===== src/hw/rtl/bdec_pkg.sv =====
// ----------------------------------------------------------------------------
// bdec_pkg
// Shared types and constants for the backslash escape decoder.
// ----------------------------------------------------------------------------
package bdec_pkg;

    localparam int MAX_LEN_W = 12;
    localparam logic [MAX_LEN_W-1:0] MAX_LEN_RESET = 12'd2000;

    localparam int QUEUE_DEPTH = 4;
    localparam int QPTR_W      = $clog2(QUEUE_DEPTH);
    localparam int QCNT_W      = $clog2(QUEUE_DEPTH + 1);

    // One queue entry: up to two decoded candidate bytes from one input byte.
    typedef struct packed {
        logic [1:0] cnt;
        logic [7:0] b0;
        logic [7:0] b1;
        logic       last;
    } t_entry;

endpackage


===== src/hw/rtl/bdec_front.sv =====
// ----------------------------------------------------------------------------
// bdec_front
// Escape parser: takes template bytes, tracks escape state and numeric
// accumulation, and emits up to two candidate bytes per input byte.
// ----------------------------------------------------------------------------
module bdec_front import bdec_pkg::*; (
    input  logic       i_clk,
    input  logic       i_rst_n,
    input  logic       i_valid,
    output logic       o_stall,
    input  logic [7:0] i_in_byte,
    input  logic       i_template_end,
    input  logic       i_full,
    output logic       o_push,
    output t_entry     o_entry
);

    localparam logic [7:0] CH_0      = 8'h30;
    localparam logic [7:0] CH_7      = 8'h37;
    localparam logic [7:0] CH_9      = 8'h39;
    localparam logic [7:0] CH_UC_A   = 8'h41;
    localparam logic [7:0] CH_UC_F   = 8'h46;
    localparam logic [7:0] CH_LC_A   = 8'h61;
    localparam logic [7:0] CH_LC_B   = 8'h62;
    localparam logic [7:0] CH_LC_F   = 8'h66;
    localparam logic [7:0] CH_LC_N   = 8'h6E;
    localparam logic [7:0] CH_LC_R   = 8'h72;
    localparam logic [7:0] CH_LC_T   = 8'h74;
    localparam logic [7:0] CH_LC_V   = 8'h76;
    localparam logic [7:0] CH_LC_X   = 8'h78;
    localparam logic [7:0] CH_NL     = 8'h0A;
    localparam logic [7:0] CH_BSLASH = 8'h5C;
    localparam logic [7:0] CH_FF     = 8'hFF;

    typedef enum logic [2:0] {
        PH_PLAIN = 3'd0,
        PH_ESC   = 3'd1,
        PH_HEX0  = 3'd2,
        PH_HEX1  = 3'd3,
        PH_OCT1  = 3'd4,
        PH_OCT2  = 3'd5
    } t_phase;

    t_phase     r_phase, n_phase;
    logic [5:0] r_accum, n_accum;

    logic       accept;
    logic       hex_ok;
    logic [3:0] hex_val;
    logic       oct_ok;
    logic       do_plain;
    t_entry     ent;

    function automatic t_entry add_byte(t_entry e, logic [7:0] v);
        t_entry r;
        r = e;
        if (e.cnt == 2'd0) begin
            r.b0 = v;
        end else begin
            r.b1 = v;
        end
        r.cnt = e.cnt + 2'd1;
        return r;
    endfunction

    assign accept  = i_valid && !o_stall;
    assign o_stall = i_full;

    always_comb begin
        hex_ok  = 1'b0;
        hex_val = i_in_byte[3:0];
        if (i_in_byte >= CH_0 && i_in_byte <= CH_9) begin
            hex_ok = 1'b1;
        end else if ((i_in_byte >= CH_LC_A && i_in_byte <= CH_LC_F) ||
                     (i_in_byte >= CH_UC_A && i_in_byte <= CH_UC_F)) begin
            hex_ok  = 1'b1;
            hex_val = i_in_byte[3:0] + 4'd9;
        end
        oct_ok = (i_in_byte >= CH_0) && (i_in_byte <= CH_7);
    end

    always_comb begin
        n_phase  = PH_PLAIN;
        n_accum  = r_accum;
        do_plain = 1'b0;
        ent      = '{cnt: 2'd0, b0: 8'h00, b1: 8'h00, last: i_template_end};

        unique case (r_phase)
            PH_ESC: begin
                unique case (i_in_byte)
                    CH_LC_A: ent = add_byte(ent, 8'd7);
                    CH_LC_B: ent = add_byte(ent, 8'd8);
                    CH_LC_F: ent = add_byte(ent, 8'd12);
                    CH_LC_N: ent = add_byte(ent, 8'd10);
                    CH_LC_R: ent = add_byte(ent, 8'd13);
                    CH_LC_T: ent = add_byte(ent, 8'd9);
                    CH_LC_V: ent = add_byte(ent, 8'd11);
                    CH_LC_X: n_phase = PH_HEX0;
                    CH_NL: begin
                    end
                    CH_FF: begin
                        ent = add_byte(ent, 8'h00);
                        ent = add_byte(ent, CH_FF);
                    end
                    default: begin
                        if (oct_ok) begin
                            n_accum = {3'd0, i_in_byte[2:0]};
                            n_phase = PH_OCT1;
                        end else begin
                            ent = add_byte(ent, i_in_byte);
                        end
                    end
                endcase
            end
            PH_HEX0: begin
                if (hex_ok) begin
                    n_accum = {2'd0, hex_val};
                    n_phase = PH_HEX1;
                end else begin
                    ent      = add_byte(ent, CH_LC_X);
                    do_plain = 1'b1;
                end
            end
            PH_HEX1: begin
                if (hex_ok) begin
                    ent = add_byte(ent, {r_accum[3:0], hex_val});
                end else begin
                    ent      = add_byte(ent, {2'd0, r_accum});
                    do_plain = 1'b1;
                end
            end
            PH_OCT1: begin
                if (oct_ok) begin
                    n_accum = {r_accum[2:0], i_in_byte[2:0]};
                    n_phase = PH_OCT2;
                end else begin
                    ent      = add_byte(ent, {2'd0, r_accum});
                    do_plain = 1'b1;
                end
            end
            PH_OCT2: begin
                if (oct_ok) begin
                    ent = add_byte(ent, {r_accum[4:0], i_in_byte[2:0]});
                end else begin
                    ent      = add_byte(ent, {2'd0, r_accum});
                    do_plain = 1'b1;
                end
            end
            default: do_plain = 1'b1;
        endcase

        if (do_plain) begin
            if (i_in_byte == CH_BSLASH) begin
                n_phase = PH_ESC;
            end else begin
                ent     = add_byte(ent, i_in_byte);
                n_phase = PH_PLAIN;
            end
        end

        if (i_template_end) begin
            priority case (n_phase)
                PH_HEX0: ent = add_byte(ent, CH_LC_X);
                PH_HEX1, PH_OCT1, PH_OCT2: ent = add_byte(ent, {2'd0, n_accum});
                default: begin
                end
            endcase
            n_phase = PH_PLAIN;
            n_accum = 6'd0;
        end
    end

    assign o_push  = accept && ((ent.cnt != 2'd0) || ent.last);
    assign o_entry = ent;

    always_ff @(posedge i_clk) begin
        if (!i_rst_n) begin
            r_phase <= PH_PLAIN;
            r_accum <= 6'd0;
        end else if (accept) begin
            r_phase <= n_phase;
            r_accum <= n_accum;
        end
    end

    a_end_clears: assert property (@(posedge i_clk) disable iff (!i_rst_n)
        (accept && i_template_end) |=> (r_phase == PH_PLAIN && r_accum == 6'd0))
        else $error("escape state not cleared after template end");

endmodule


===== src/hw/rtl/bdec_fifo.sv =====
// ----------------------------------------------------------------------------
// bdec_fifo
// Short entry queue between the parser and the output sequencer.
// ----------------------------------------------------------------------------
module bdec_fifo import bdec_pkg::*; (
    input  logic   i_clk,
    input  logic   i_rst_n,
    input  logic   i_push,
    input  t_entry i_entry,
    input  logic   i_pop,
    output logic   o_full,
    output logic   o_valid,
    output t_entry o_head
);

    t_entry              r_mem [QUEUE_DEPTH];
    logic [QPTR_W-1:0]   r_wr, r_rd;
    logic [QCNT_W-1:0]   r_cnt;

    assign o_full  = (r_cnt == QCNT_W'(QUEUE_DEPTH));
    assign o_valid = (r_cnt != '0);
    assign o_head  = r_mem[r_rd];

    always_ff @(posedge i_clk) begin
        if (i_push) begin
            r_mem[r_wr] <= i_entry;
        end
    end

    always_ff @(posedge i_clk) begin
        if (!i_rst_n) begin
            r_wr  <= '0;
            r_rd  <= '0;
            r_cnt <= '0;
        end else begin
            if (i_push) begin
                r_wr <= r_wr + QPTR_W'(1);
            end
            if (i_pop) begin
                r_rd <= r_rd + QPTR_W'(1);
            end
            if (i_push && !i_pop) begin
                r_cnt <= r_cnt + QCNT_W'(1);
            end else if (i_pop && !i_push) begin
                r_cnt <= r_cnt - QCNT_W'(1);
            end
        end
    end

    a_no_overrun: assert property (@(posedge i_clk) disable iff (!i_rst_n)
        !(i_push && o_full) && !(i_pop && !o_valid))
        else $error("queue push while full or pop while empty");

endmodule


===== src/hw/rtl/bdec_back.sv =====
// ----------------------------------------------------------------------------
// bdec_back
// Output sequencer: walks queue entries one byte per cycle when not stalled,
// applies the length limit and overflow drop, and frames template ends.
// ----------------------------------------------------------------------------
module bdec_back import bdec_pkg::*; (
    input  logic                 i_clk,
    input  logic                 i_rst_n,
    input  t_entry               i_head,
    input  logic                 i_head_valid,
    output logic                 o_pop,
    input  logic [MAX_LEN_W-1:0] i_max_length,
    output logic                 o_valid,
    input  logic                 i_stall,
    output logic [7:0]           o_out_byte,
    output logic                 o_out_valid,
    output logic                 o_out_last,
    output logic                 o_overflow
);

    logic                 r_sel, n_sel;
    logic [MAX_LEN_W-1:0] r_count, n_count;
    logic                 r_ovf, n_ovf;
    logic                 r_oval, n_oval;
    logic [7:0]           r_obyte, n_obyte;
    logic                 r_ofval, n_ofval;
    logic                 r_olast, n_olast;
    logic                 r_oovf, n_oovf;

    logic                 adv;
    logic                 hit;
    logic                 last_slot;
    logic [7:0]           cur;

    assign adv       = !r_oval || !i_stall;
    assign hit       = (r_count >= i_max_length);
    assign last_slot = r_sel || (i_head.cnt == 2'd1);
    assign cur       = r_sel ? i_head.b1 : i_head.b0;

    always_comb begin
        n_sel   = r_sel;
        n_count = r_count;
        n_ovf   = r_ovf;
        n_oval  = r_oval && i_stall;
        n_obyte = r_obyte;
        n_ofval = r_ofval;
        n_olast = r_olast;
        n_oovf  = r_oovf;
        o_pop   = 1'b0;

        if (adv && i_head_valid) begin
            if (r_ovf || (i_head.cnt == 2'd0)) begin
                // bare end marker, or everything left is dropped
                n_oval  = i_head.last;
                n_obyte = 8'h00;
                n_ofval = 1'b0;
                n_olast = 1'b1;
                n_oovf  = r_ovf;
                o_pop   = 1'b1;
            end else begin
                n_oval  = 1'b1;
                n_obyte = cur;
                n_ofval = 1'b1;
                n_olast = i_head.last && (last_slot || hit);
                n_oovf  = hit;
                if (hit) begin
                    n_ovf = 1'b1;
                end else begin
                    n_count = r_count + MAX_LEN_W'(1);
                end
                o_pop = last_slot || hit;
                n_sel = !(last_slot || hit);
            end
            if (o_pop && i_head.last) begin
                n_sel   = 1'b0;
                n_count = '0;
                n_ovf   = 1'b0;
            end
        end
    end

    always_ff @(posedge i_clk) begin
        if (!i_rst_n) begin
            r_sel   <= 1'b0;
            r_count <= '0;
            r_ovf   <= 1'b0;
            r_oval  <= 1'b0;
        end else begin
            r_sel   <= n_sel;
            r_count <= n_count;
            r_ovf   <= n_ovf;
            r_oval  <= n_oval;
        end
        r_obyte <= n_obyte;
        r_ofval <= n_ofval;
        r_olast <= n_olast;
        r_oovf  <= n_oovf;
    end

    assign o_valid     = r_oval;
    assign o_out_byte  = r_obyte;
    assign o_out_valid = r_ofval;
    assign o_out_last  = r_olast;
    assign o_overflow  = r_oovf;

    a_second_slot: assert property (@(posedge i_clk) disable iff (!i_rst_n)
        r_sel |-> (i_head_valid && i_head.cnt == 2'd2 && !r_ovf))
        else $error("second slot selected without a two-byte entry");

    a_marker_form: assert property (@(posedge i_clk) disable iff (!i_rst_n)
        (r_oval && !r_ofval) |-> (r_olast && r_obyte == 8'h00))
        else $error("end marker without last flag or with nonzero byte");

endmodule


===== src/hw/rtl/backslash_escape_decoder_top.sv =====
// ----------------------------------------------------------------------------
// backslash_escape_decoder_top
// C-style backslash escape decoder with output length limit.
// ----------------------------------------------------------------------------
// Takes one template byte per cycle. Each byte yields zero, one or two
// decoded results; the result side delivers one result per cycle unless
// stalled, so a byte that yields two results (escaped 0xFF, or a flushed
// number followed by a plain byte) keeps it busy with both, absorbed by a
// four-entry queue between the parser and the output sequencer. Input stall
// rises only when that queue is full. max_length resets to 2000 and is
// written through the config port, which is always ready.
// ----------------------------------------------------------------------------
module backslash_escape_decoder_top import bdec_pkg::*; (
    input  logic                 i_clk,
    input  logic                 i_rst_n,
    input  logic                 i_valid,
    output logic                 o_stall,
    input  logic [7:0]           i_in_byte,
    input  logic                 i_template_end,
    output logic                 o_valid,
    input  logic                 i_stall,
    output logic [7:0]           o_out_byte,
    output logic                 o_out_valid,
    output logic                 o_out_last,
    output logic                 o_overflow,
    input  logic                 i_cfg_valid,
    output logic                 o_cfg_ready,
    input  logic [MAX_LEN_W-1:0] i_cfg_data
);

    logic                 cfg_write;
    logic [MAX_LEN_W-1:0] r_max;
    logic                 q_full, q_valid, q_push, q_pop;
    t_entry               q_in, q_head;

    assign o_cfg_ready = 1'b1;
    assign cfg_write   = i_cfg_valid && o_cfg_ready;

    always_ff @(posedge i_clk) begin
        if (!i_rst_n) begin
            r_max <= MAX_LEN_RESET;
        end else if (cfg_write) begin
            r_max <= i_cfg_data;
        end
    end

    bdec_front u_front (
        .i_clk          (i_clk),
        .i_rst_n        (i_rst_n),
        .i_valid        (i_valid),
        .o_stall        (o_stall),
        .i_in_byte      (i_in_byte),
        .i_template_end (i_template_end),
        .i_full         (q_full),
        .o_push         (q_push),
        .o_entry        (q_in)
    );

    bdec_fifo u_fifo (
        .i_clk   (i_clk),
        .i_rst_n (i_rst_n),
        .i_push  (q_push),
        .i_entry (q_in),
        .i_pop   (q_pop),
        .o_full  (q_full),
        .o_valid (q_valid),
        .o_head  (q_head)
    );

    bdec_back u_back (
        .i_clk        (i_clk),
        .i_rst_n      (i_rst_n),
        .i_head       (q_head),
        .i_head_valid (q_valid),
        .o_pop        (q_pop),
        .i_max_length (r_max),
        .o_valid      (o_valid),
        .i_stall      (i_stall),
        .o_out_byte   (o_out_byte),
        .o_out_valid  (o_out_valid),
        .o_out_last   (o_out_last),
        .o_overflow   (o_overflow)
    );

endmodule


===== config.mk =====
export PLATFORM = sky130hd
export DESIGN_NAME = backslash_escape_decoder_top
export DESIGN_NICKNAME = d
export VERILOG_FILES = /design/src/hw/rtl/bdec_pkg.sv /design/src/hw/rtl/bdec_front.sv /design/src/hw/rtl/bdec_fifo.sv /design/src/hw/rtl/bdec_back.sv /design/src/hw/rtl/backslash_escape_decoder_top.sv
export SDC_FILE = /design/constraint.sdc
export NUM_CORES = 1
export LEC_CHECK = 0
export BUFFER_PORTS_ARGS = -buffer_cell sky130_fd_sc_hd__buf_4
export CAP_MARGIN = 10
export CORE_MARGIN = 5
export CORE_UTILIZATION = 40
export CTS_BUF_LIST = sky130_fd_sc_hd__clkbuf_4 sky130_fd_sc_hd__clkbuf_8 sky130_fd_sc_hd__clkbuf_16
export DETAILED_ROUTE_END_ITERATION = 10
export RECOVER_POWER = 50
export SYNTH_ARGS = -nofsm -noshare
export SYNTH_HDL_FRONTEND = slang
export SYNTH_SLANG_ARGS = --single-unit

===== constraint.sdc =====
create_clock -name i_clk -period 6.8 [get_ports i_clk]
set_input_delay 0.34 -clock i_clk [delete_from_list [all_inputs] [get_ports i_clk]]
set_output_delay 0.34 -clock i_clk [all_outputs]
set_load 0.1 [all_outputs]

### Word-level counts from Yosys, hierarchy flattened

Memories as Yosys holds them, arrays and structs flattened. A register that Yosys moved wholly into a read port is not among the register bits.
Index checks and enable logic that the tools add are counted.

| operators by class | value |
|---|---|
| reduce and logical (&&, ||, !) cells | 40 |
| eq/ne operators | 24 |
| muxes and demuxes | 60 |
| add/subtract/negate cells | 8 |
| order comparisons | 8 |

Operators by type and width:

| operator | count |
|---|---|
| $pmux 19 s9 | 1 |
| $pmux 19 s5 | 1 |
| $eq 8x7->1 const B | 9 |
| $mux 19 | 3 |
| $mux 8 | 7 |
| $mux 18 | 3 |
| $pmux 19 s2 | 1 |
| $mux 12 | 3 |
| $mux 17 | 2 |
| $mux 6 | 5 |
| $mux 1 | 19 |
| $mux 3 | 6 |
| $pmux 6 s3 | 1 |
| $ge 8x7->1 const B | 2 |
| $le 8x6->1 const B | 2 |
| $le 8x7->1 const B | 2 |
| $eq 3x3->1 const B | 5 |
| $add 12x1->12 const B | 1 |
| $eq 3x2->1 const B | 4 |
| $ge 12x12->1 | 1 |
| $logic_and 1x1->1 | 12 |
| $reduce_or 10->1 | 1 |
| $pmux 3 s3 | 1 |
| $reduce_or 9->1 | 1 |
| 23 further kinds | 47 |

| storage, ports and cells | value |
|---|---|
| RAM bits | 76 |
| output and inout port bits | 14 |
| word-level logic and storage cells | 155 |
| input bits | 26 |
| bits in registers | 54 |
| memories | 1 |

Memories:

| memory | depth | width | rd ports | clocked after Yosys merged registers in | wr ports | line | RTL |
|---|---|---|---|---|---|---|---|
| u_fifo.r_mem | 4 | 19 | 1 | 1 | 1 | bdec_fifo.sv:16 | `t_entry r_mem [QUEUE_DEPTH];` |

### Depth between registers and ports, before layout

| depth | value |
|---|---|
| depth after elaboration | 22 |
| mapped depth | 16 |

### Cells and area by module

From an unflattened synthesis, not the netlist that was laid out.

| unflattened totals | value |
|---|---|
| cell total of the unflattened synthesis | 658 |
| area, all modules | 7,205.7 um2 |

Modules (own cells, without submodules):

| module | area an instance (um2) | cells an instance | instances |
|---|---|---|---|
| bdec_fifo | 3,231.8 | 142 | 1 |
| bdec_front | 2,009.4 | 312 | 1 |
| bdec_back | 1,517.7 | 164 | 1 |
| backslash_escape_decoder_top | 446.7 | 40 | 1 |

### Worst setup path after synthesis

No wires, ideal clock.

| timing path | value |
|---|---|
| path type | register to register |
| start | register u_fifo.r_cnt[0] |
| end | register u_fifo.r_cnt[2] |
| arrival time | 4,067 ps |
| setup slack | 2,663 ps |
| stages on the path, launching flop included | 10 |
| path buffers | 0 |
| library setup time | 71 ps |
| cell sequence | dfxtp_1 nor3b_1 nand2b_1 a31oi_2 ha_1 inv_1 fa_1 xor2_1 or3_1 a21oi_1 |

| on the way | value |
|---|---|
| cells in the longest elaborated chain, start to end | 7 |
| elaborated cells on any way between the ends | 16 |
| classes of those cells | add/sub (2); eq/ne (1); mux (3); reduce/logical (10) |

Ends and longest elaborated chain:

| item | line | RTL |
|---|---|---|
| start: declaration | bdec_fifo.sv:18 | `logic [QCNT_W-1:0] r_cnt;` |
| start signal: assignment | bdec_fifo.sv:43 | `r_cnt <= r_cnt + QCNT_W'(1);` |
| start signal: assignment | bdec_fifo.sv:45 | `r_cnt <= r_cnt - QCNT_W'(1);` |
| $eq 3x3->1 (*) | bdec_fifo.sv:20 | `assign o_full = (r_cnt == QCNT_W'(QUEUE_DEPTH));` |
| net o_stall | backslash_escape_decoder_top.sv:17 | `output logic o_stall,` |
| $logic_not 1->1 (*) | bdec_front.sv:66 | `assign accept = i_valid && !o_stall;` |
| $logic_and 1x1->1 (*) | bdec_front.sv:66 |  |
| $logic_and 1x1->1 (*) | bdec_front.sv:173 | `assign o_push = accept && ((ent.cnt != 2'd0) \|\| ent.last);` |
| net q_push | backslash_escape_decoder_top.sv:33 | `logic q_full, q_valid, q_push, q_pop;` |
| $logic_not 1->1 | bdec_fifo.sv:44 | `end else if (i_pop && !i_push) begin` |
| $logic_and 1x1->1 | bdec_fifo.sv:44 |  |
| $reduce_bool 2->1 (no source line) | -- |  |

The timed path passes the listed nets; every way through them passes the cells marked *. The select of a mux whose other input is x is not followed.
A chain may end at the register's enable or synchronous reset.

### Worst setup path in the final report

| timing path | value |
|---|---|
| start | input port i_in_byte[0] |
| end | register u_fifo.r_cnt[2] |

| on the way | value |
|---|---|
| cells in the longest elaborated chain, start to end | 19 |
| elaborated cells on any way between the ends | 61 |
| classes of those cells | add/sub (2); order compare (7); eq/ne (15); mux (22); reduce/logical (15) |

Ends and longest elaborated chain:

| item | line | RTL |
|---|---|---|
| start: declaration | backslash_escape_decoder_top.sv:18 | `input logic [7:0] i_in_byte,` |
| $ge 8x7->1 (tied with other cells) | bdec_front.sv:74 | `end else if ((i_in_byte >= CH_LC_A && i_in_byte <= CH_LC_F) \|\|` |
| $logic_and 1x1->1 (on tied branches) | bdec_front.sv:74, bdec_front.sv:75 |  |
| $logic_or 1x1->1 | bdec_front.sv:74 |  |
| $mux 1 | bdec_front.sv:74 |  |
| $mux 1 | bdec_front.sv:72 | `if (i_in_byte >= CH_0 && i_in_byte <= CH_9) begin` |
| $mux 18 | bdec_front.sv:116 | `if (hex_ok) begin` |
| $pmux 19 s5 | bdec_front.sv:88 | `unique case (r_phase)` |
| $add 2x1->2 | bdec_front.sv:62 | `r.cnt = e.cnt + 2'd1;` |
| [4 not listed] | -- |  |
| $mux 19 (*) | bdec_front.sv:161 | `if (i_template_end) begin` |
| $reduce_bool 2->1 | bdec_front.sv:173 |  |
| $logic_or 1x1->1 (*) | bdec_front.sv:173 |  |
| $logic_and 1x1->1 (*) | bdec_front.sv:173 |  |
| net q_push | backslash_escape_decoder_top.sv:33 |  |
| $logic_not 1->1 | bdec_fifo.sv:44 |  |
| $logic_and 1x1->1 | bdec_fifo.sv:44 |  |
| $reduce_bool 2->1 (no source line) | -- |  |

The timed path passes the listed nets; every way through them passes the cells marked *.

==> results.ini <==
[clock_tree]
cts_resized = 0
numCtsBuffers = 17
clockBufferDepth = 2
hold_buffers = 0
clk_pin_slew_ns = 0.05
clkLatencyLatePin_ns = 0.41
cts_tree = yes
ctsRootBufferMaster = clkbuf_16
cts_max_level = 4
clock-sinks = 132
cts_setup_buffers = 0

[floorplanning]
die-area_um2 = 20900
die_x_um = 145
ioPinCount = 40
row_count = 49
die_h_um = 145
start_util_pct = 40.5
coreArea_um2 = 17900

[pwr]
p_leak_nw = 2.88
combPwrFrac_pct = 27.7
ir_drop_mv = 0.267
power-per-cell-area_nw_per_um2 = 346
sequentialPowerShare_pct = 36.4
sw_frac_of_total_pct = 33.2
p_sw_mw = 0.938
power.internal_mw = 1.89
clkPwrFrac_pct = 35.9

[sta]
clock_skew_ns = 0.00756
maxSlewHeadroom_pct = 5.66
worst_slew_pin_slew_ns = 1.42
final_max_slew_viol_count = 0
post-route-period-util_pct = 67.7
rsz0062_at_grt = false
fmax_ghz = 0.217
finalWorstSetupSlack_ns = 2.19
setup_viol = 0
final.setup.tns_ns = 0
holdWs_ns = 0.152
hold_violations = 0
finalWorstPathRequiredPeriod_ns = 4.61

[synth]
syn-num-nets = 725
syn_avg_cell_area_um2 = 10.7
synth_cell_types = 89
seq_area_frac_synth_pct = 48.5
synthArstFlopShare_pct = 0
syn-instance-count = 675
ys.warnings.count = 0
synth_flop_cell = edfxtp_1
synth_edf_count = 87
synth_area_um2 = 7250
ys_seq_elements = 132

[final_layout]
fin_area_um2 = 8170
diodes = 0
area_growth_pct = 12.7
drive_above_1_share_pct = 12.5
nets = 748
postLayoutCoreUtil_pct = 45.6
fillers = 1679

[setup_path]
required_ns = 7.11
r2r-end = u_fifo.r_cnt[2]
ff2ff_setup_slack_ns = 2.94
crit_fanout = 14
critical_path_arrival_ns = 4.92
reg2regPathDepth = 12
crit_type = input pin to register
worstSetupStartpointType = input pin
crit_path_end_kind = register

[route]
wirelength_um = 17800
ant_nets = 0
vias_per_cell = 5.73
wl_per_cell_um = 19.0
num_vias = 5382
drtIter0Drc = 433
dr.pass1.iters = 5
post-route-drc-count = 0

[placement]
placed_cell_area_um2 = 7630
place_ws_ns = 2.89
dpl.hpwl_um = 12900
io_buffer_count = 38
gp_congestion = 0.922

[hold_path]
hold_depth = 3
min_from = i_cfg_data[4]
min_path_type = input pin to register
whs_endpoint = r_max[4]

[global_routing]
antenna_found_initial = 0
gr-total-overflow = 0
grt_usage_pct = 17.8
grt_pass1_vias = 5349
grt_start_max_net_pins = 28
grt_first_pass_wirelength_um = 28900

[flow_run]
drv_cap = 0

[outcome]
outcome = complete, no violations

## cells in the mapped netlist, types with 11 or more instances
library cell	count	share of area, %
mux4_2	17	5.3
clkbuf_1	16	0.83
o22ai_1	11	0.95
o21ai_0	29	2.0
mux2i_1	25	3.5
edfxtp_1	87	36
a211oi_1	13	1.3
xnor2_1	11	1.3
a21oi_1	36	2.5
nand2_1	58	3.0
nor2_1	71	3.7
inv_1	31	1.6
nor3_1	16	1.1
nand3_1	14	0.97
dfxtp_1	45	12
ha_1	23	4.0
## cell usage in the layout, fill, tap and decap left out, types with 13 or more instances in the layout
| cell | n |
|---|---|
| a211oi_1 | 13 |
| a21oi_1 | 38 |
| buf_4 | 23 |
| clkbuf_1 | 18 |
| clkbuf_16 | 17 |
| dfxtp_1 | 45 |
| edfxtp_1 | 87 |
| ha_1 | 23 |
| inv_1 | 32 |
| mux2i_1 | 25 |
| mux4_2 | 17 |
| nand2_1 | 58 |
| nand3_1 | 14 |
| nor2_1 | 71 |
| nor3_1 | 16 |
| o21ai_0 | 30 |
## cell families (layout without fill, tap and decap cells)
logic type / count (synthesis) / in the layout / share of synthesized area [%]
and+or+nand+nor: 218 / 218 / 14.8
AOI/OAI and AO/OA: 171 / 171 / 17.0
DFF: 132 / 132 / 48.5
buffers and inverters: 71 / 107 / 4.64
muxes: 43 / 43 / 8.89
adders and majority gates: 24 / 24 / 4.25
xor gates and xnor gates: 15 / 15 / 1.81
other: 1 / 1 / 0.0517
## flip-flops by register name, summed over array words and instances (netlist names), named ones only
name                count
u_front.r_phase         3
u_fifo.r_mem           76
u_back.o_out_last       1
u_back.r_ovf            1
u_back.o_out_byte       8
u_back.o_overflow       1
u_back.r_sel            1
u_fifo.r_rd             2
u_fifo.r_cnt            3
r_max                  12
u_back.o_out_valid      1
u_front.r_accum         6
u_back.o_valid          1
u_back.r_count         12
u_fifo.r_wr             2
## worst max-delay path, cell delays in order
cell	delay, ns
clkbuf_1	0.52
inv_1	0.24
ha_1	0.33
o21bai_1	0.18
a21oi_1	0.20
a21oi_1	0.65
o2111ai_1	0.39
a31oi_1	0.62
ha_1	0.29
inv_1	0.07
fa_1	0.43
xor2_1	0.17
or3_1	0.30
a21oi_1	0.16
## metrics by stage
step,power (mW),std cells
after floorplan,1.68,675
after global placement,1.86,908
after detailed placement,1.87,908
after CTS,2.89,940
after global routing,2.96,940
final,2.83,940
## cell type report
class	instances	area [um^2]	share of cell area [%]
clock buffer	18	433	5.30
multi-input combinational	472	3340	40.8
clock inverter	14	234	2.86
sequential	132	3510	43.0
tap	229	287	3.51
inverter	34	128	1.56
timing repair buffer	41	240	2.94
## metal layers
| layer | wire (um) | GRT usage (%) |
|---|---|---|
| met1 | 8190 | 24.4 |
| met3 | 696 | 2.94 |
| met2 | 8590 | 28.8 |
| met4 | 366 | 6.38 |
| met5 | 0 | 0 |
## power by group through the flow
| stage | combinational, mW | sequential [mW] | clock [mW] |
|---|---|---|---|
| global placement | 0.812 | 1.04 | 0 |
| finish | 0.782 | 1.03 | 1.01 |
| floorplan | 0.410 | 1.27 | 0 |
| CTS | 0.826 | 1.03 | 1.03 |
| global route | 0.849 | 1.04 | 1.07 |
| detailed placement | 0.823 | 1.05 | 0 |
## worst max-delay path by stage
stage	slack [ns]	end	start	cells past startpoint
after CTS	3.12	u_fifo.r_mem[0][10]	u_front.r_phase[2]	9
after global placement	3.10	u_fifo.r_mem[0][13]	i_in_byte[0]	14
after floorplan	2.66	u_fifo.r_cnt[2]	u_fifo.r_cnt[0]	9
after detailed placement	2.89	u_fifo.r_mem[2][10]	i_in_byte[7]	11
after global routing	1.74	u_fifo.r_cnt[2]	i_in_byte[0]	14
final	2.19	u_fifo.r_cnt[2]	i_in_byte[0]	14
Note: power is estimated with default switching activity, not from simulation.
